## src/hdl/hsp_pkg.sv

```systemverilog
// Shared types and constants for the five-point heat stencil stream core.
package hsp_pkg;

  localparam int DATA_W    = 32;
  localparam int HEAT_W    = 48;
  localparam int SUM_W     = 35;
  localparam int DIM_CFG_W = 11;
  localparam int ENERGY_W  = 15;
  localparam int CFG_W     = 15;
  localparam int CFG_IDX_W = 2;

  localparam int QDEPTH  = 4;
  localparam int QPTR_W  = 2;
  localparam int QCNT_W  = 3;

  localparam logic [CFG_W-1:0] ENERGY_RESET = 15'd1;
  localparam logic [DIM_CFG_W-1:0] DIM_RESET = 11'd16;

  typedef enum logic [CFG_IDX_W-1:0] {
    REG_BLOCK_WIDTH  = 2'd0,
    REG_BLOCK_HEIGHT = 2'd1,
    REG_ENERGY       = 2'd2
  } cfg_reg_e;

  typedef logic signed [DATA_W-1:0] cell_t;

  // One classified cell as it travels from the front to the back.
  typedef struct packed {
    cell_t south;       // incoming cell, source boost applied
    cell_t east;        // previous row, one column to the right
    cell_t side;        // row above previous at this column, or previous row column 0
    logic  first_col;   // padded column zero
    logic  result;      // cell completes an interior result
    logic  last;        // final interior result of the pass
    logic  pass_start;  // padded cell (0,0)
  } hsp_rec_t;

  // Clamp a dimension register to the supported range [2, maxv].
  function automatic int unsigned clamp_dim(logic [DIM_CFG_W-1:0] v, int unsigned maxv);
    int unsigned r;
    r = 32'(v);
    if (r < 2) begin
      r = 2;
    end else if (r > maxv) begin
      r = maxv;
    end
    return r;
  endfunction

endpackage

```

## src/hdl/hsp_queue.sv

```systemverilog
// Short queue that decouples the front end from the stencil back end.
module hsp_queue import hsp_pkg::*; (
  input  logic              clk_i,
  input  logic              rst_ni,
  input  logic              push_i,
  input  hsp_rec_t          push_rec_i,
  input  logic              pop_i,
  output logic              valid_o,
  output hsp_rec_t          rec_o,
  output logic [QCNT_W-1:0] count_o
);

  hsp_rec_t          entry_q [QDEPTH];
  logic [QPTR_W-1:0] wr_ptr_q, rd_ptr_q;
  logic [QCNT_W-1:0] count_q;

  always_ff @(posedge clk_i or negedge rst_ni) begin
    if (!rst_ni) begin
      wr_ptr_q <= '0;
      rd_ptr_q <= '0;
      count_q  <= '0;
    end else begin
      if (push_i) begin
        wr_ptr_q <= wr_ptr_q + 1'b1;
      end
      if (pop_i) begin
        rd_ptr_q <= rd_ptr_q + 1'b1;
      end
      count_q <= count_q + QCNT_W'(push_i) - QCNT_W'(pop_i);
    end
  end

  always_ff @(posedge clk_i) begin
    if (push_i) begin
      entry_q[wr_ptr_q] <= push_rec_i;
    end
  end

  assign valid_o = (count_q != '0);
  assign rec_o   = entry_q[rd_ptr_q];
  assign count_o = count_q;

  a_no_overflow: assert property (@(posedge clk_i) disable iff (!rst_ni)
    push_i |-> (count_q < QCNT_W'(QDEPTH)) || pop_i)
    else $error("queue written while full");

  a_no_underflow: assert property (@(posedge clk_i) disable iff (!rst_ni)
    pop_i |-> (count_q != '0))
    else $error("queue read while empty");

endmodule

```

## config.mk

```make
export PLATFORM = sky130hd
export DESIGN_NAME = hsp_queue
export DESIGN_NICKNAME = d
export VERILOG_FILES = /design/src/hdl/hsp_pkg.sv /design/src/hdl/hsp_queue.sv
export SDC_FILE = /design/constraint.sdc
export NUM_CORES = 1
export LEC_CHECK = 0
export BUFFER_PORTS_ARGS = -buffer_cell sky130_fd_sc_hd__buf_4
export CORE_MARGIN = 2
export CORE_UTILIZATION = 40
export CTS_CLUSTER_DIAMETER = 200
export DETAILED_ROUTE_END_ITERATION = 7
export GPL_ROUTABILITY_DRIVEN = 0
export PLACE_DENSITY = 0.71
export SLEW_MARGIN = 20
export SYNTH_ARGS = -nofsm -noshare
export SYNTH_HDL_FRONTEND = slang
export SYNTH_SLANG_ARGS = --single-unit
```

## constraint.sdc

```tcl
create_clock -name clk_i -period 5.4 [get_ports clk_i]
set_clock_uncertainty 0.2 [all_clocks]
set_input_delay 1.35 -clock clk_i [delete_from_list [all_inputs] [get_ports clk_i]]
set_output_delay 1.35 -clock clk_i [all_outputs]
set_load 0.02 [all_outputs]
```

==> flow_summary.yaml, run 1 <==
cts:
  ctsResizeCount: 0
  cts_made_buffers: 42
  clk_pin_slew_ns: 0.06
  insertion_delay_ns: 0.54
  cts_root_buf: "clkbuf_16"
  cts_tree: "done"
  cts-hold-fix-buffers: 0
  cts_buffer_depth: 3
  cts_max_level: 2
  post-cts-setup-buffers: 0
  clock_sinks: 407
sta:
  hold_viol: 0
  rsz0062_at_grt: "false"
  worst_pin_slew_ns: 0.965
  hold_slack_ns: 0.350
  slew_violations: 0
  finalCritPeriodShare: 0.772
  fmax_ghz: 0.240
  fin_setup_tns_ns: 0
  fin_crit_ns: 4.17
  setup_viol: 0
  slew_headroom: 0.357
critical_path:
  crit_buf_inv: 2
  crit_chain: "buf_4 > mux4_2 > buf_4"
  end_kind: "primary output"
  slowest_stage: "dfrtp_4"
  cp.required_ns: 3.85
  cp.arrival_ns: 2.62
  cp_common_cell: "buf_4"
  criticalPathCategory: "flop to primary output"
  cpPeakStageDelay_ns: 0.95
  cp-start-kind: "flop"
  crit_family: "flip-flops"
  worst-path-max-fanout: 37
cells_and_area:
  drive_gt1_frac: 0.459
  area_delta_synth_final_pct: 23.6
  final_common_cell: "edfxtp_1"
  nets: 907
  final_cell_mix: "edfxtp_1 (400), buf_4 (212), mux4_2 (100)"
pwr:
  p_leak_nw: 6.24
  p_per_area_nw_per_um2: 577
  ir_worst_vdd_mv: 0.301
routing:
  routedWlPerCell_um: 21.8
  drt_iter0_drc: 304
  num_vias: 6560
  via_per_inst: 5.07
  drt-pass1-iter-count: 6
  finalWirelength_um: 28200
  remaining_drc_errors: 0
  final_antenna_net_count: 0
logic_synthesis:
  ys_types: 16
  synthCells: 555
  synth-seq-cells: 407
  yosys_warnings: 0
  ys_seq_area_frac: 0.823
  synth_nets: 666
  netlist_area_um2: 14800
  syn_area_per_cell_um2: 26.7
global_route:
  met2_usage: 0.260
  gr-usage-met1: 0.176
  grt_busiest_layer: "met2"
  grt_pass1_wl_um: 42700
  grt_pass1_vias: 7237
  grt.total_usage: 0.150
  grt_overflow: 0
  antenna_found_initial: 1
  use_met3: 0.0433
  grt_max_degree: 58
status:
  status: "finished clean"
place:
  dp_hpwl_um: 16600
  port_buffers: 207
die:
  start_util: 0.406
  dieArea_um2: 38600
  rows: 70
  die_y_um: 196
  io_pins: 208
  die_w_um: 196
  core_um2: 36500
min_path:
  hp-class: "flop to flop"
job:
  drv_cap: 0
[registers in the layout, summed over array words and instances (netlist names)]
name / flops
count_o: 3
entry_q: 400
wr_ptr_q: 2
rd_ptr_q: 2
[area by class of cell]
type,count,area [µm²]
antenna,1,2.50
clock buffer,59,1190
clock inverter,14,144
fill,2862,18200
inverter,6,22.5
multi-input combinational,120,2440
sequential,407,12200
tap,468,586
timing repair buffer,219,1730
[through the flow]
step	util	setup WS, ns	power [mW]	std cells	cell area, µm²
floorplan	-	1.07	6.58	555	14800
global placement	0.465	1.74	7.88	1220	17000
detailed placement	0.465	1.74	7.95	1220	17000
CTS	0.501	1.12	10.8	1293	18300
global route	0.501	1.05	11.0	1294	18300
finish	0.501	1.23	10.6	1294	18300
[power breakdown]
| group | total (mW) | internal [mW] | switching, mW |
|---|---|---|---|
| logic | 3.43 | 1.57 | 1.86 |
| registers | 4.35 | 4.14 | 0.210 |
| clock network | 2.79 | 1.67 | 1.12 |
[final timing paths]
kind	startpoint	end	slack (ns)	cells past startpoint
min in group asynchronous	rst_ni	count_o[2]$_DFF_PN0_	0.41	1
max	rd_ptr_q[0]$_DFFE_PN0P_	rec_o[67]	1.23	3
max in group asynchronous	rst_ni	rd_ptr_q[0]$_DFFE_PN0P_	4.46	1
min reg2reg	wr_ptr_q[0]$_DFFE_PN0P_	wr_ptr_q[0]$_DFFE_PN0P_	0.35	1
min	wr_ptr_q[0]$_DFFE_PN0P_	wr_ptr_q[0]$_DFFE_PN0P_	0.35	1
max reg2reg	wr_ptr_q[0]$_DFFE_PN0P_	entry_q[0][41]$_DFFE_PP_	3.07	4
[synth_stat cells, drive strengths merged]
cell type	instances	area [µm²]
inv	6	22.5
mux4	100	2250
fa	1	20.0
ha	6	75.1
edfxtp	400	12000
xor2	2	17.5
xnor2	3	26.3
and2	4	25.0
nand2	2	7.51
dfrtp	7	175
buf	21	166
o21ai	1	5.00
or3	1	6.26
clkbuf	1	3.75
[per-layer routing]
| metal | routed length, µm | part of all wire | vias up |
|---|---|---|---|
| met5 | 0 | 0 | - |
| li1 | - | - | 2868 |
| met4 | 801 | 0.028 | 0 |
| met2 | 14400 | 0.51 | 186 |
| met1 | 11200 | 0.40 | 3455 |
| met3 | 1770 | 0.063 | 51 |
[cell families after synthesis]
logic type,synth area share
adder cells (fa/ha/maj),0.00642
buffers and inverters,0.0130
multiplexers,0.152
XOR/XNOR,0.00296
AND/OR/NAND/NOR,0.00262
AO/OA/AOI/OAI,0.000338
flip-flops,0.823
(Power assumes the default switching activity.)
==> run 2: changes to the inputs <==
PLACE_DENSITY = 0.73   (was 0.71)
clock period = 3.5 ns   (was 5.4 ns; I/O delays follow)
==> run 2 against run 1 <==
Final area increased by 0.48%. First-iteration DRC count up 5.9%. Die area is the same. Clock power rose by 45%. Count of clock-buffer cells in the layout unchanged. Register-to-register slack got worse by 1.6 ns. Utilization increased by 0.24 points. Worst hold slack worse by 0.028 ns. Routed wire length down 0.58%. Critical path type unchanged. Highest routed layer unchanged.
==> flow_summary.yaml, run 2 (synthesis gave the netlist of run 1 again) <==
critical_path:
  cp.arrival_ns: 2.17
  cp-endpoint: "rec_o[62]"
  reg2reg_setup_slack_ns: 1.48
  worst-path-max-fanout: 18
  cp.required_ns: 2.42
  r2r_start: "wr_ptr_q[1]$_DFFE_PN0P_"
  worstRegToRegCells: 4
  cp-start-kind: "flop"
  criticalPathCategory: "flop to primary output"
  r2r-end: "entry_q[1][48]$_DFFE_PP_"
  end_kind: "primary output"
  startpoint: "rd_ptr_q[0]$_DFFE_PN0P_"
cells_and_area:
  antenna_cells: 0
  final_common_cell: "edfxtp_1"
  final_cell_mix: "edfxtp_1 (400), buf_4 (215), mux4_2 (100)"
  regMostFlops: "entry_q"
  area_delta_synth_final_pct: 24.2
  nets: 918
  drive_gt1_frac: 0.466
  largest_reg_flops: 400
routing:
  final_antenna_net_count: 0
  remaining_drc_errors: 0
  drt_iter0_drc: 322
  via_per_inst: 5.04
  num_vias: 6567
  finalWirelength_um: 28000
  routedWlPerCell_um: 21.5
  drt-pass1-iter-count: 4
sta:
  slew_violations: 0
  final.setup.worst_slack_ns: 0.254
  fin_crit_ns: 3.25
  worst_pin_slew_ns: 0.716
  setup_viol: 0
  fmax_ghz: 0.308
  fin_setup_tns_ns: 0
  rsz0062_at_grt: "false"
  hold_viol: 0
  finalCritPeriodShare: 0.927
  slew_headroom: 0.523
die:
  die_y_um: 196
  io_pins: 208
  die_w_um: 196
  dieArea_um2: 38600
  rows: 70
  start_util: 0.406
  core_um2: 36500
cts:
  cts_buffer_depth: 3
  clock_sinks: 407
  cts_root_buf: "clkbuf_16"
  cts_tree: "done"
  insertion_delay_ns: 0.54
  cts_made_buffers: 42
  ctsResizeCount: 0
  cts_max_level: 2
  clk_pin_slew_ns: 0.06
job:
  drv_cap: 0
min_path:
  hp-class: "input pin to flop"
  hold-path-cell-count: 1
  worstHoldStart: "push_rec_i[79]"
pwr:
  p_per_area_nw_per_um2: 882
  power_mw: 16.2
  ir_worst_vdd_mv: 0.613
  p_leak_nw: 6.29
global_route:
  grt_max_degree: 57
  grt.total_usage: 0.148
  antenna_found_initial: 0
  grt_pass1_vias: 7164
  grt_overflow: 0
  grt_pass1_wl_um: 42400
place:
  port_buffers: 207
  dp_hpwl_um: 17300
  dp_slack_ns: 0.644
status:
  status: "finished clean"
run 2: changes by cell type in the layout (fill, tap and decap cells not counted):
| cell | delta |
|---|---|
| clkinv_2 | +3 |
| clkbuf_1 | +1 |
| buf_4 | +3 |
| inv_6 | +1 |
| clkinv_1 | -3 |
| buf_12 | +6 |
| diode_2 | -1 |
| dlygate4sd3_1 | +1 |
| clkbuf_8 | -1 |
| clkbuf_16 | +1 |
| bufinv_16 | -3 |
run 2: stage by stage:
stage	std cells	hold slack, ns	instance area [µm²]	util
finish	1302	0.322	18400	0.504
global route	1302	0.296	18400	0.504
CTS	1301	0.286	18400	0.503
detailed placement	1229	0.334	17100	0.469
global placement	1229	0.317	17100	0.469
floorplan	555	0.294	14800	-
run 2: final cells by class:
class,instances,area (µm²)
clock buffers,59,1180
clock inverters,12,66.3
repair buffers,230,1910
fillers,2815,18100
well taps,468,586
multi-input cells,120,2440
inverters,6,22.5
flip-flops and latches,407,12200
run 2: power by group:
group | internal (mW) | switching, mW
registers | 6.38 | 0.336
clock network | 2.34 | 1.70
logic | 2.58 | 2.90
total | 11.3 | 4.94
run 2: worst min path at each step:
stage / slack [ns] / endpoint
6_report: 0.32 / entry_q[2][79]$_DFFE_PP_
5_1_grt: 0.30 / entry_q[1][77]$_DFFE_PP_
4_1_cts: 0.29 / entry_q[3][79]$_DFFE_PP_
3_5_place_dp: 0.33 / wr_ptr_q[0]$_DFFE_PN0P_
3_3_place_gp: 0.32 / wr_ptr_q[0]$_DFFE_PN0P_
2_1_floorplan: 0.29 / wr_ptr_q[0]$_DFFE_PN0P_
run 2: per-layer routing:
layer | vias to the layer above | part of all wire | global-route usage
li1 | 2895 | - | -
met1 | 3429 | 0.40 | 0.182
met2 | 193 | 0.50 | 0.247
met3 | 50 | 0.073 | 0.0447
met4 | 0 | 0.027 | 0.0592
met5 | - | 0 | 0
run 2: critical path, stage by stage, from the launching register on:
cell	delay [ns]
dfrtp_4	0.65
buf_12	0.24
mux4_2	0.53
buf_4	0.17
run 2: repair_timing:
action                                  4_1_cts  5_1_grt
hold buffers                                  1        0
setup buffers                                 0        1
hold endpoints to repair                      7        0
endpoints found under the setup margin        0        3
