## src/hdl/hsp_pkg.sv

```systemverilog
// Shared types and constants for the five-point heat stencil stream core.
package hsp_pkg;

  localparam int DATA_W    = 32;
  localparam int HEAT_W    = 48;
  localparam int SUM_W     = 35;
  localparam int DIM_CFG_W = 11;
  localparam int ENERGY_W  = 15;
  localparam int CFG_W     = 15;
  localparam int CFG_IDX_W = 2;

  localparam int QDEPTH  = 4;
  localparam int QPTR_W  = 2;
  localparam int QCNT_W  = 3;

  localparam logic [CFG_W-1:0] ENERGY_RESET = 15'd1;
  localparam logic [DIM_CFG_W-1:0] DIM_RESET = 11'd16;

  typedef enum logic [CFG_IDX_W-1:0] {
    REG_BLOCK_WIDTH  = 2'd0,
    REG_BLOCK_HEIGHT = 2'd1,
    REG_ENERGY       = 2'd2
  } cfg_reg_e;

  typedef logic signed [DATA_W-1:0] cell_t;

  // One classified cell as it travels from the front to the back.
  typedef struct packed {
    cell_t south;       // incoming cell, source boost applied
    cell_t east;        // previous row, one column to the right
    cell_t side;        // row above previous at this column, or previous row column 0
    logic  first_col;   // padded column zero
    logic  result;      // cell completes an interior result
    logic  last;        // final interior result of the pass
    logic  pass_start;  // padded cell (0,0)
  } hsp_rec_t;

  // Clamp a dimension register to the supported range [2, maxv].
  function automatic int unsigned clamp_dim(logic [DIM_CFG_W-1:0] v, int unsigned maxv);
    int unsigned r;
    r = 32'(v);
    if (r < 2) begin
      r = 2;
    end else if (r > maxv) begin
      r = maxv;
    end
    return r;
  endfunction

endpackage

```

## src/hdl/hsp_back.sv

```systemverilog
// Back end: neighbor window, five-point stencil, saturating heat total and output register.
module hsp_back import hsp_pkg::*; (
  input  logic                clk_i,
  input  logic                rst_ni,
  input  logic                q_valid_i,
  input  hsp_rec_t            q_rec_i,
  output logic                q_pop_o,
  input  logic                out_ready_i,
  output logic                out_valid_o,
  output cell_t               out_value_o,
  output logic [HEAT_W-1:0]   out_heat_o,
  output logic                out_last_o
);

  cell_t west_q, cen_q;
  logic  b1_valid_q, b1_result_q, b1_last_q, b1_clear_q;
  cell_t b1_res_q;
  logic signed [HEAT_W-1:0] heat_q, heat_d;
  logic  out_valid_q, out_last_q;
  cell_t out_value_q;
  logic [HEAT_W-1:0] out_heat_q;

  logic  b1_ready, out_free, advance;
  logic signed [SUM_W-1:0] sum;
  logic signed [HEAT_W:0]  hsum;

  assign out_free = !out_valid_q || out_ready_i;
  assign b1_ready = !b1_valid_q || out_free;
  assign q_pop_o  = q_valid_i && b1_ready;
  assign advance  = b1_valid_q && out_free;

  // (4c + n + s + e + w) / 8 with flooring; the shifted sum always fits a cell.
  assign sum = (SUM_W'(cen_q) <<< 2) + SUM_W'(west_q) + SUM_W'(q_rec_i.east)
             + SUM_W'(q_rec_i.side) + SUM_W'(q_rec_i.south);

  always_comb begin
    hsum = (HEAT_W + 1)'(heat_q) + (HEAT_W + 1)'(b1_res_q);
    if (hsum[HEAT_W] != hsum[HEAT_W-1]) begin
      heat_d = hsum[HEAT_W] ? {1'b1, {(HEAT_W - 1){1'b0}}} : {1'b0, {(HEAT_W - 1){1'b1}}};
    end else begin
      heat_d = hsum[HEAT_W-1:0];
    end
  end

  always_ff @(posedge clk_i or negedge rst_ni) begin
    if (!rst_ni) begin
      b1_valid_q  <= 1'b0;
      out_valid_q <= 1'b0;
      heat_q      <= '0;
    end else begin
      if (b1_ready) begin
        b1_valid_q <= q_valid_i;
      end
      if (out_free) begin
        out_valid_q <= b1_valid_q && b1_result_q;
      end
      if (advance) begin
        if (b1_clear_q) begin
          heat_q <= '0;
        end else if (b1_result_q) begin
          heat_q <= heat_d;
        end
      end
    end
  end

  always_ff @(posedge clk_i) begin
    if (q_pop_o) begin
      if (q_rec_i.first_col) begin
        west_q <= q_rec_i.side;
      end else begin
        west_q <= cen_q;
      end
      cen_q       <= q_rec_i.east;
      b1_res_q    <= sum[SUM_W-1:3];
      b1_result_q <= q_rec_i.result;
      b1_last_q   <= q_rec_i.last;
      b1_clear_q  <= q_rec_i.pass_start;
    end
    if (advance && b1_result_q) begin
      out_value_q <= b1_res_q;
      out_heat_q  <= heat_d;
      out_last_q  <= b1_last_q;
    end
  end

  assign out_valid_o = out_valid_q;
  assign out_value_o = out_value_q;
  assign out_heat_o  = out_heat_q;
  assign out_last_o  = out_last_q;

  a_clear_no_result: assert property (@(posedge clk_i) disable iff (!rst_ni)
    (b1_valid_q && b1_clear_q) |-> !b1_result_q)
    else $error("pass start cell marked as producing a result");

  a_last_is_result: assert property (@(posedge clk_i) disable iff (!rst_ni)
    (b1_valid_q && b1_last_q) |-> b1_result_q)
    else $error("last flag on a cell without a result");

endmodule

```

## config.mk

```make
export PLATFORM = sky130hd
export DESIGN_NAME = hsp_back
export DESIGN_NICKNAME = d
export VERILOG_FILES = /design/src/hdl/hsp_pkg.sv /design/src/hdl/hsp_back.sv
export SDC_FILE = /design/constraint.sdc
export NUM_CORES = 1
export LEC_CHECK = 0
export BUFFER_PORTS_ARGS = -buffer_cell sky130_fd_sc_hd__buf_2
export CORE_UTILIZATION = 65
export CTS_BUF_LIST = sky130_fd_sc_hd__clkbuf_4 sky130_fd_sc_hd__clkbuf_8
export DETAILED_ROUTE_END_ITERATION = 16
export PLACE_DENSITY_LB_ADDON = 0.2
export SYNTH_ARGS = -nofsm -noshare
export SYNTH_HDL_FRONTEND = slang
export SYNTH_SLANG_ARGS = --single-unit
```

## constraint.sdc

```tcl
create_clock -name clk_i -period 29.2 [get_ports clk_i]
set_input_delay 7.3 -clock clk_i [delete_from_list [all_inputs] [get_ports clk_i]]
set_output_delay 7.3 -clock clk_i [all_outputs]
set_load 0.005 [all_outputs]
```

==> results of run 1 <==
## sequential cells by signal (all words and copies together) (netlist names), 32 cells and up
register     cells
b1_res_q        32
cen_q           32
heat_q          48
out_heat_o      48
out_value_o     32
west_q          32
## power by group
group	switching (mW)	internal (mW)	total, mW
Combinational	0.703	0.478	1.18
Sequential	0.0514	0.530	0.582
Clock	0.133	0.184	0.317
Total	0.887	1.19	2.08
## layout make-up
cell class,instances,area share
Clock buffer,60,0.0434
Clock inverter,12,0.00616
Inverter,292,0.0629
Multi-Input combinational cell,848,0.426
Sequential cell,230,0.381
Tap cell,313,0.0224
Timing Repair Buffer,196,0.0576
## kinds of logic (layout without fill, tap and decap cells)
family	Yosys count	in the layout	share of synthesized area
AO/OA/AOI/OAI	337	337	0.151
multiplexers	9	9	0.00651
XOR/XNOR	75	75	0.0427
buffers and inverters	339	560	0.0856
flip-flops	230	230	0.433
AND/OR/NAND/NOR	212	212	0.0655
adder cells (fa/ha/maj)	215	215	0.216
## worst paths after layout
| check | slack (ns) | start | depth (start not counted) | endpoint |
|---|---|---|---|---|
| hold reg to reg | 0.44 | b1_last_q | 0 | out_last_o |
| min in group asynchronous | 6.88 | rst_ni | 2 | heat_q[5] |
| max in group asynchronous | 21.79 | rst_ni | 2 | heat_q[41] |
| setup reg to reg | 24.14 | west_q[3] | 14 | b1_res_q[31] |
| hold / removal | 0.44 | b1_last_q | 0 | out_last_o |
| setup / recovery | 13.62 | out_ready_i | 5 | q_pop_o |
## critical path, stage by stage
cell and delay (ns):
buf_2 0.08, nor2b_1 0.07, a21boi_4 0.16, buf_4 0.44
buf_2 0.21
## stage by stage
| stage | setup WS (ns) | hold WS, ns |
|---|---|---|
| CTS | 13.60 | 0.446 |
| floorplan | 7.28 | 0.400 |
| global placement | 13.63 | 0.410 |
| finish | 13.62 | 0.441 |
| detailed placement | 13.60 | 0.431 |
| global route | 13.55 | 0.464 |
## per-layer routing
layer / global-route usage / part of all wire / vias up / wire length (um)
met5: 0 / 0 / - / 0
met4: 0.0985 / 0.027 / 0 / 909
met3: 0.0497 / 0.062 / 72 / 2070
met2: 0.477 / 0.48 / 349 / 15900
met1: 0.371 / 0.43 / 5332 / 14200
li1: - / - / 5273 / -
## cells in the mapped netlist, types with 40 or more instances
| cell | n | area, um2 |
|---|---|---|
| a21o_1 | 40 | 300 |
| a21oi_1 | 79 | 395 |
| a221o_1 | 43 | 430 |
| dfrtp_1 | 50 | 1250 |
| edfxtp_1 | 180 | 5410 |
| fa_1 | 98 | 1960 |
| ha_1 | 79 | 988 |
| inv_1 | 291 | 1090 |
| nand2_1 | 80 | 300 |
| nor2_1 | 44 | 165 |
| o21ai_0 | 75 | 375 |
| xnor2_1 | 47 | 412 |
==> impl_metrics.yaml, run 1 <==
layout:
  seq_area_um2: 6660
  multi_input_area_um2: 7440
  final_cell_mix: "inv_1, buf_2, edfxtp_1"
  final_common_cell: "inv_1"
  fin_util: 0.762
  num-fill-cells: 1592
  fin_area_um2: 17500
  nets: 1889
  stdcell_count: 1951
  area_growth_pct: 13.5
  drive_gt1_frac: 0.175
  insertedDiodeCount: 0
place:
  gp_congestion: 0.895
  port_buffers: 186
  place_area_um2: 16600
  hpwl_um: 24300
  placed_cells: 1879
yosys:
  synth_edf_count: 180
  synth.avg_cell_area_um2: 10.9
  synth-async-reset-ratio: 0.217
  syn_inst: 1417
  syn-num-nets: 1698
  synth-seq-cells: 230
  synth_ff_type: "edfxtp_1"
  ys_warn_count: 0
  syn_area_um2: 15400
  synth_cell_type_count: 62
  synth_seq_area_share: 0.433
timing:
  final.setup.tns_ns: 0
  period_needed_ns: 15.58
  rsz0062_at_grt: "no"
  max_slew.worst_pin.slew_ns: 0.954
  finalCritPeriodShare: 0.533
  relSlewSlack: 0.361
  fmax_ghz: 0.0642
  drv_slew: 0
  hold_viol: 0
  finalSetupViolations: 0
  finClkSkew_ns: 0.0190
floorplan:
  io-pin-count: 187
  die_y_um: 156
  initial_core_util: 0.671
  core-area_um2: 22900
  fp-row-count: 55
  dieArea_um2: 24300
  dieWidth_um: 156
setup_path:
  worstPathRequired_ns: 21.90
  crit_path_end_kind: "output pin"
  path_class: "in -> out"
  crit_path_max_fanout: 39
  startpoint_type: "input port"
  crit_arrival_ns: 8.28
power_and_ir_drop:
  power.total_mw: 2.08
  vdd_drop_max_mv: 0.0633
  power.density_nw_per_um2: 119
  p_leak_nw: 8.22
route:
  drt_iter0_markers: 627
  routed_wl_um: 33100
  routedWlPerCell_um: 17.0
  vias: 11026
  drc: 0
  drt_pre_antenna_iters: 5
  ant_nets: 0
  viasPerCell: 5.65
flow_run:
  maxCapViolations: 0
cts:
  cts_resized: 0
  htreeDepth: 2
  cts_root_buf: "clkbuf_8"
  cts_buffers: 40
  clockBufferDepth: 3
  cts_tree: "done"
  cts-hold-fix-buffers: 0
  clock-sinks: 230
  insertion_delay_ns: 0.53
  clk_pin_slew_ns: 0.06
  postCtsSetupBuffers: 0
global_routing:
  grt_overflow: 0
  antenna_found_initial: 0
  grt_max_degree: 63
  first_global_vias: 11280
  grt_usage: 0.283
  grt_pass1_wl_um: 54200
outcome:
  outcome: "finished, final reports clean"
worst_hold_path:
  worst_hold_path_type: "reg -> reg"
Power figures use the tool's default switching activity.
==> inputs of run 2 (changes only) <==
--- a/config.mk
+++ b/config.mk
@@ -6,7 +6,7 @@
 export NUM_CORES = 1
 export LEC_CHECK = 0
 export BUFFER_PORTS_ARGS = -buffer_cell sky130_fd_sc_hd__buf_2
-export CORE_UTILIZATION = 65
+export CORE_UTILIZATION = 61
 export CTS_BUF_LIST = sky130_fd_sc_hd__clkbuf_4 sky130_fd_sc_hd__clkbuf_8
 export DETAILED_ROUTE_END_ITERATION = 16
 export PLACE_DENSITY_LB_ADDON = 0.2
==> constraint.sdc (replaced) <==
create_clock -name clk_i -period 15 [get_ports clk_i]
set_input_delay 3.75 -clock clk_i [delete_from_list [all_inputs] [get_ports clk_i]]
set_output_delay 3.75 -clock clk_i [all_outputs]
set_load 0.005 [all_outputs]
==> run 2 against run 1 <==
Setup slack lost 7.1 ns; register-to-register slack lost 14 ns; sequential power grew 96%; combinational power grew 92%; global-route usage shrank 2.0 points; critical endpoint is now b1_res_q[31]; worst hold slack gained 0.0011 ns; non-clock buffer count is the same.
==> impl_metrics.yaml, run 2 (synthesis results as in run 1) <==
place:
  gp_congestion: 0.875
  port_buffers: 186
  hpwl_um: 23600
  place_area_um2: 16600
setup_path:
  path_class: "in -> reg"
  cpPeakStageDelay_ns: 0.67
  worstPathRequired_ns: 15.28
  crit_chain: "buf_2, inv_1, fa_1, inv_1, fa_1, inv_1, fa_1, inv_1, fa_1, a21oi_1, o221ai_1, a221oi_1, nor3_1, o21a_1, a41o_1, o311ai_0, mux2i_1, nor2_1"
  crit_arrival_ns: 8.79
  slowest_stage: "a221oi_1"
  r2r_slack_ns: 9.99
  crit_path_end_kind: "flop"
  ff2ff_path_depth: 14
  crit_path_max_fanout: 4
  startpoint_type: "input port"
  regToRegEndpoint: "b1_res_q[31]"
  worstReg2RegStart: "west_q[3]"
route:
  ant_nets: 0
  viasPerCell: 5.57
  drt_iter0_markers: 596
  drt_pre_antenna_iters: 5
  routedWlPerCell_um: 16.5
  vias: 10943
  routed_wl_um: 32500
  drc: 0
global_routing:
  grt_usage: 0.263
  first_global_vias: 11105
  grt_max_degree: 63
  grt_overflow: 0
  antenna_found_initial: 0
  grt_pass1_wl_um: 54400
flow_run:
  maxCapViolations: 0
cts:
  cts_root_buf: "clkbuf_8"
  htreeDepth: 2
  cts_resized: 0
  clockBufferDepth: 3
  clk_pin_slew_ns: 0.06
  cts_buffers: 40
  cts_tree: "done"
  insertion_delay_ns: 0.55
  postCtsSetupBuffers: 0
  clock-sinks: 230
  cts-hold-fix-buffers: 0
timing:
  finClkSkew_ns: 0.0268
  max_slew.worst_pin.slew_ns: 1.11
  finalCritPeriodShare: 0.567
  hold_viol: 0
  finalSetupViolations: 0
  relSlewSlack: 0.255
  fmax_ghz: 0.118
  period_needed_ns: 8.51
  final.setup.tns_ns: 0
  rsz0062_at_grt: "no"
  drv_slew: 0
floorplan:
  dieArea_um2: 25900
  fp-row-count: 57
  initial_core_util: 0.627
  core-area_um2: 24500
  dieWidth_um: 161
  die_y_um: 161
  io-pin-count: 187
layout:
  insertedDiodeCount: 0
  nets: 1889
  num-fill-cells: 1829
  area_growth_pct: 13.5
  final_common_cell: "inv_1"
  drive_gt1_frac: 0.176
  final_cell_mix: "inv_1, buf_2, edfxtp_1"
  fin_area_um2: 17500
power_and_ir_drop:
  vdd_drop_max_mv: 0.145
  power.density_nw_per_um2: 230
  p_leak_nw: 8.21
  power.total_mw: 4.01
worst_hold_path:
  hp-start: "b1_last_q"
  hold_end: "out_last_o"
  holdPathStages: 0
  worst_hold_path_type: "reg -> reg"
outcome:
  outcome: "finished, final reports clean"
## run 2: changes by cell type in the layout (fill, tap and decap cells not counted)
cell        change
clkbuf_4        -4
clkinv_2        +3
clkbuf_8        +2
clkinvlp_4      +2
bufinv_16       -1
## run 2: worst max-delay path, delay by kind of cell
kind                       cells  cell delay (ns)
AOI/OAI and AO/OA              6             2.21
adders and majority gates      4             1.98
muxes                          1             0.25
buffers and inverters          5             0.31
and+or+nand+nor                2             0.28
## run 2: stage by stage
step	worst slack, ns	cells	utilization	hold WS (ns)
global route	6.17	1964	0.712	0.469
finish	6.49	1964	0.712	0.442
floorplan	0.178	1417	-	0.400
CTS	6.46	1964	0.712	0.456
global placement	6.08	1890	0.677	0.416
detailed placement	5.89	1890	0.677	0.434
## run 2: final cells by class
type                    count  area, um2  share of cell area
multi-input cells         848       7440               0.426
flip-flops and latches    230       6660               0.381
inverters                 292       1100              0.0628
clock buffers              58        754              0.0432
clock inverters            16        108             0.00616
well taps                 324        405              0.0232
repair buffers            196       1010              0.0576
## run 2: power breakdown
| group | total [mW] | switching [mW] | internal (mW) |
|---|---|---|---|
| clock network | 0.605 | 0.263 | 0.342 |
| logic | 2.27 | 1.34 | 0.928 |
| registers | 1.14 | 0.106 | 1.03 |
## run 2: per-layer routing
layer	vias up	routed length (um)	track usage	part of all wire
li1	5273	-	-	-
met1	5277	14700	0.366	0.45
met2	345	15400	0.435	0.47
met3	48	1840	0.0362	0.057
met4	0	573	0.0695	0.018
met5	-	0	0	0
## run 2: how the worst max path moves through the flow
| stage | startpoint | to | cells after the start |
|---|---|---|---|
| finish | q_rec_i[7] | b1_res_q[31] | 18 |
| global route | q_rec_i[7] | b1_res_q[31] | 18 |
| CTS | q_rec_i[7] | b1_res_q[31] | 18 |
| detailed placement | q_rec_i[7] | b1_res_q[31] | 18 |
| global placement | q_rec_i[7] | b1_res_q[31] | 18 |
| floorplan | out_ready_i | q_pop_o | 2 |
==> inputs of run 3 (changes only) <==
--- a/config.mk
+++ b/config.mk
@@ -6,7 +6,7 @@
 export NUM_CORES = 1
 export LEC_CHECK = 0
 export BUFFER_PORTS_ARGS = -buffer_cell sky130_fd_sc_hd__buf_2
-export CORE_UTILIZATION = 61
+export CORE_UTILIZATION = 55
 export CTS_BUF_LIST = sky130_fd_sc_hd__clkbuf_4 sky130_fd_sc_hd__clkbuf_8
 export DETAILED_ROUTE_END_ITERATION = 16
 export PLACE_DENSITY_LB_ADDON = 0.2
==> constraint.sdc (replaced) <==
create_clock -name clk_i -period 7.5 [get_ports clk_i]
set_input_delay 1.875 -clock clk_i [delete_from_list [all_inputs] [get_ports clk_i]]
set_output_delay 1.875 -clock clk_i [all_outputs]
set_load 0.005 [all_outputs]
==> run 3 against run 2 <==
Clock skew down 0.0083 ns; power up 100%; combinational power up 100%; global-route usage down 2.5 points; worst hold slack worse by 0.0027 ns; register-to-register slack worse by 7.4 ns; setup slack worse by 5.5 ns; routed wire length up 0.53%.
==> impl_metrics.yaml, run 3 (synthesis results as in run 1) <==
timing:
  fmax_ghz: 0.153
  finalSetupViolations: 0
  rsz0062_at_grt: "no"
  final.setup.tns_ns: 0
  finalCritPeriodShare: 0.873
  drv_slew: 0
  finClkSkew_ns: 0.0185
  period_needed_ns: 6.55
  hold_viol: 0
  whs_ns: 0.440
  relSlewSlack: 0.384
  max_slew.worst_pin.slew_ns: 0.921
setup_path:
  crit_path_end_kind: "flop"
  crit_chain: "buf_2, inv_1, fa_1, inv_1, fa_1, inv_1, fa_1, inv_1, fa_1, a21oi_1, o221ai_1, a221oi_1, nor3_1, o21a_1, a41o_1, o311ai_0, mux2i_1, nor2_1"
  cp_top_family: "compound AO/OA/AOI/OAI gates"
  cpPeakStageDelay_ns: 0.68
  crit_path_max_fanout: 4
  worstReg2RegStart: "west_q[3]"
  ff2ff_path_depth: 14
  r2r_slack_ns: 2.57
  worstPathRequired_ns: 7.78
  startpoint_type: "input port"
  path_class: "in -> reg"
  cp_num_buf_inv: 5
  regToRegEndpoint: "b1_res_q[31]"
  slowest_stage: "a221oi_1"
  crit_arrival_ns: 6.83
floorplan:
  dieWidth_um: 169
  initial_core_util: 0.566
  fp-row-count: 60
  io-pin-count: 187
  dieArea_um2: 28600
  die_y_um: 169
  core-area_um2: 27200
worst_hold_path:
  holdPathStages: 0
  hold_end: "out_last_o"
  worst_hold_path_type: "reg -> reg"
  hp-start: "b1_last_q"
global_routing:
  first_global_vias: 10982
  grt_usage: 0.238
  antenna_found_initial: 0
  grt_pass1_wl_um: 54200
  grt_max_degree: 60
  grt_overflow: 0
power_and_ir_drop:
  power.density_nw_per_um2: 459
  vdd_drop_max_mv: 0.274
  p_leak_nw: 8.23
place:
  port_buffers: 186
  hpwl_um: 23800
  gp_congestion: 0.886
  placed_cells: 1939
layout:
  num-fill-cells: 2253
  stdcell_count: 2013
  final_common_cell: "inv_1"
  multi_input_area_um2: 7440
  insertedDiodeCount: 0
  nets: 1891
  drive_gt1_frac: 0.178
  final_cell_mix: "inv_1, buf_2, edfxtp_1"
  seq_area_um2: 6660
  area_growth_pct: 14.1
route:
  drt_iter0_markers: 673
  vias: 10863
  drt_pre_antenna_iters: 5
  drc: 0
  routedWlPerCell_um: 16.2
  viasPerCell: 5.40
  ant_nets: 0
  routed_wl_um: 32700
cts:
  clk_pin_slew_ns: 0.06
  cts_buffers: 41
  clockBufferDepth: 3
  cts_tree: "done"
  clock-sinks: 230
  cts_resized: 0
  insertion_delay_ns: 0.53
  htreeDepth: 2
  postCtsSetupBuffers: 0
  cts_root_buf: "clkbuf_8"
  cts-hold-fix-buffers: 0
flow_run:
  maxCapViolations: 0
outcome:
  outcome: "finished, final reports clean"
## run 3: power breakdown
part | switching (mW) | internal, mW | leakage [nW]
logic | 2.68 | 1.86 | 5.40
clock network | 0.513 | 0.721 | 0.463
registers | 0.209 | 2.07 | 2.37
total | 3.41 | 4.65 | 8.23
## run 3: stage by stage
| stage | power (mW) | setup slack [ns] | area, um2 | util |
|---|---|---|---|---|
| 2_1_floorplan | 5.61 | 1.03 | 15400 | - |
| 3_3_place_gp | 6.73 | 0.426 | 16700 | 0.614 |
| 3_5_place_dp | 6.80 | 0.376 | 16700 | 0.614 |
| 4_1_cts | 8.07 | 0.962 | 17500 | 0.646 |
| 5_1_grt | 8.70 | 0.653 | 17500 | 0.646 |
| 6_report | 8.05 | 0.954 | 17500 | 0.646 |
## run 3: per-layer routing
layer,vias to the layer above,GRT usage,part of all wire
met3,57,0.0336,0.051
met5,-,0,0
li1,5270,-,-
met4,0,0.0736,0.022
met1,5218,0.336,0.47
met2,318,0.383,0.45
## run 3: worst max-delay path by stage
stage / from / end / cells past startpoint
2_1_floorplan: out_ready_i / q_pop_o / 2
3_3_place_gp: q_rec_i[7] / b1_res_q[31] / 18
3_5_place_dp: q_rec_i[7] / b1_res_q[31] / 18
4_1_cts: q_rec_i[7] / b1_res_q[31] / 18
5_1_grt: q_rec_i[6] / b1_res_q[31] / 17
6_report: q_rec_i[7] / b1_res_q[31] / 18
## run 3: area by class of cell
cell class                      instances  area share
Clock buffer                           63      0.0437
Tap cell                              372      0.0265
Inverter                              292      0.0625
Multi-Input combinational cell        848       0.424
Timing Repair Buffer                  197      0.0577
Clock inverter                         11     0.00613
Sequential cell                       230       0.379
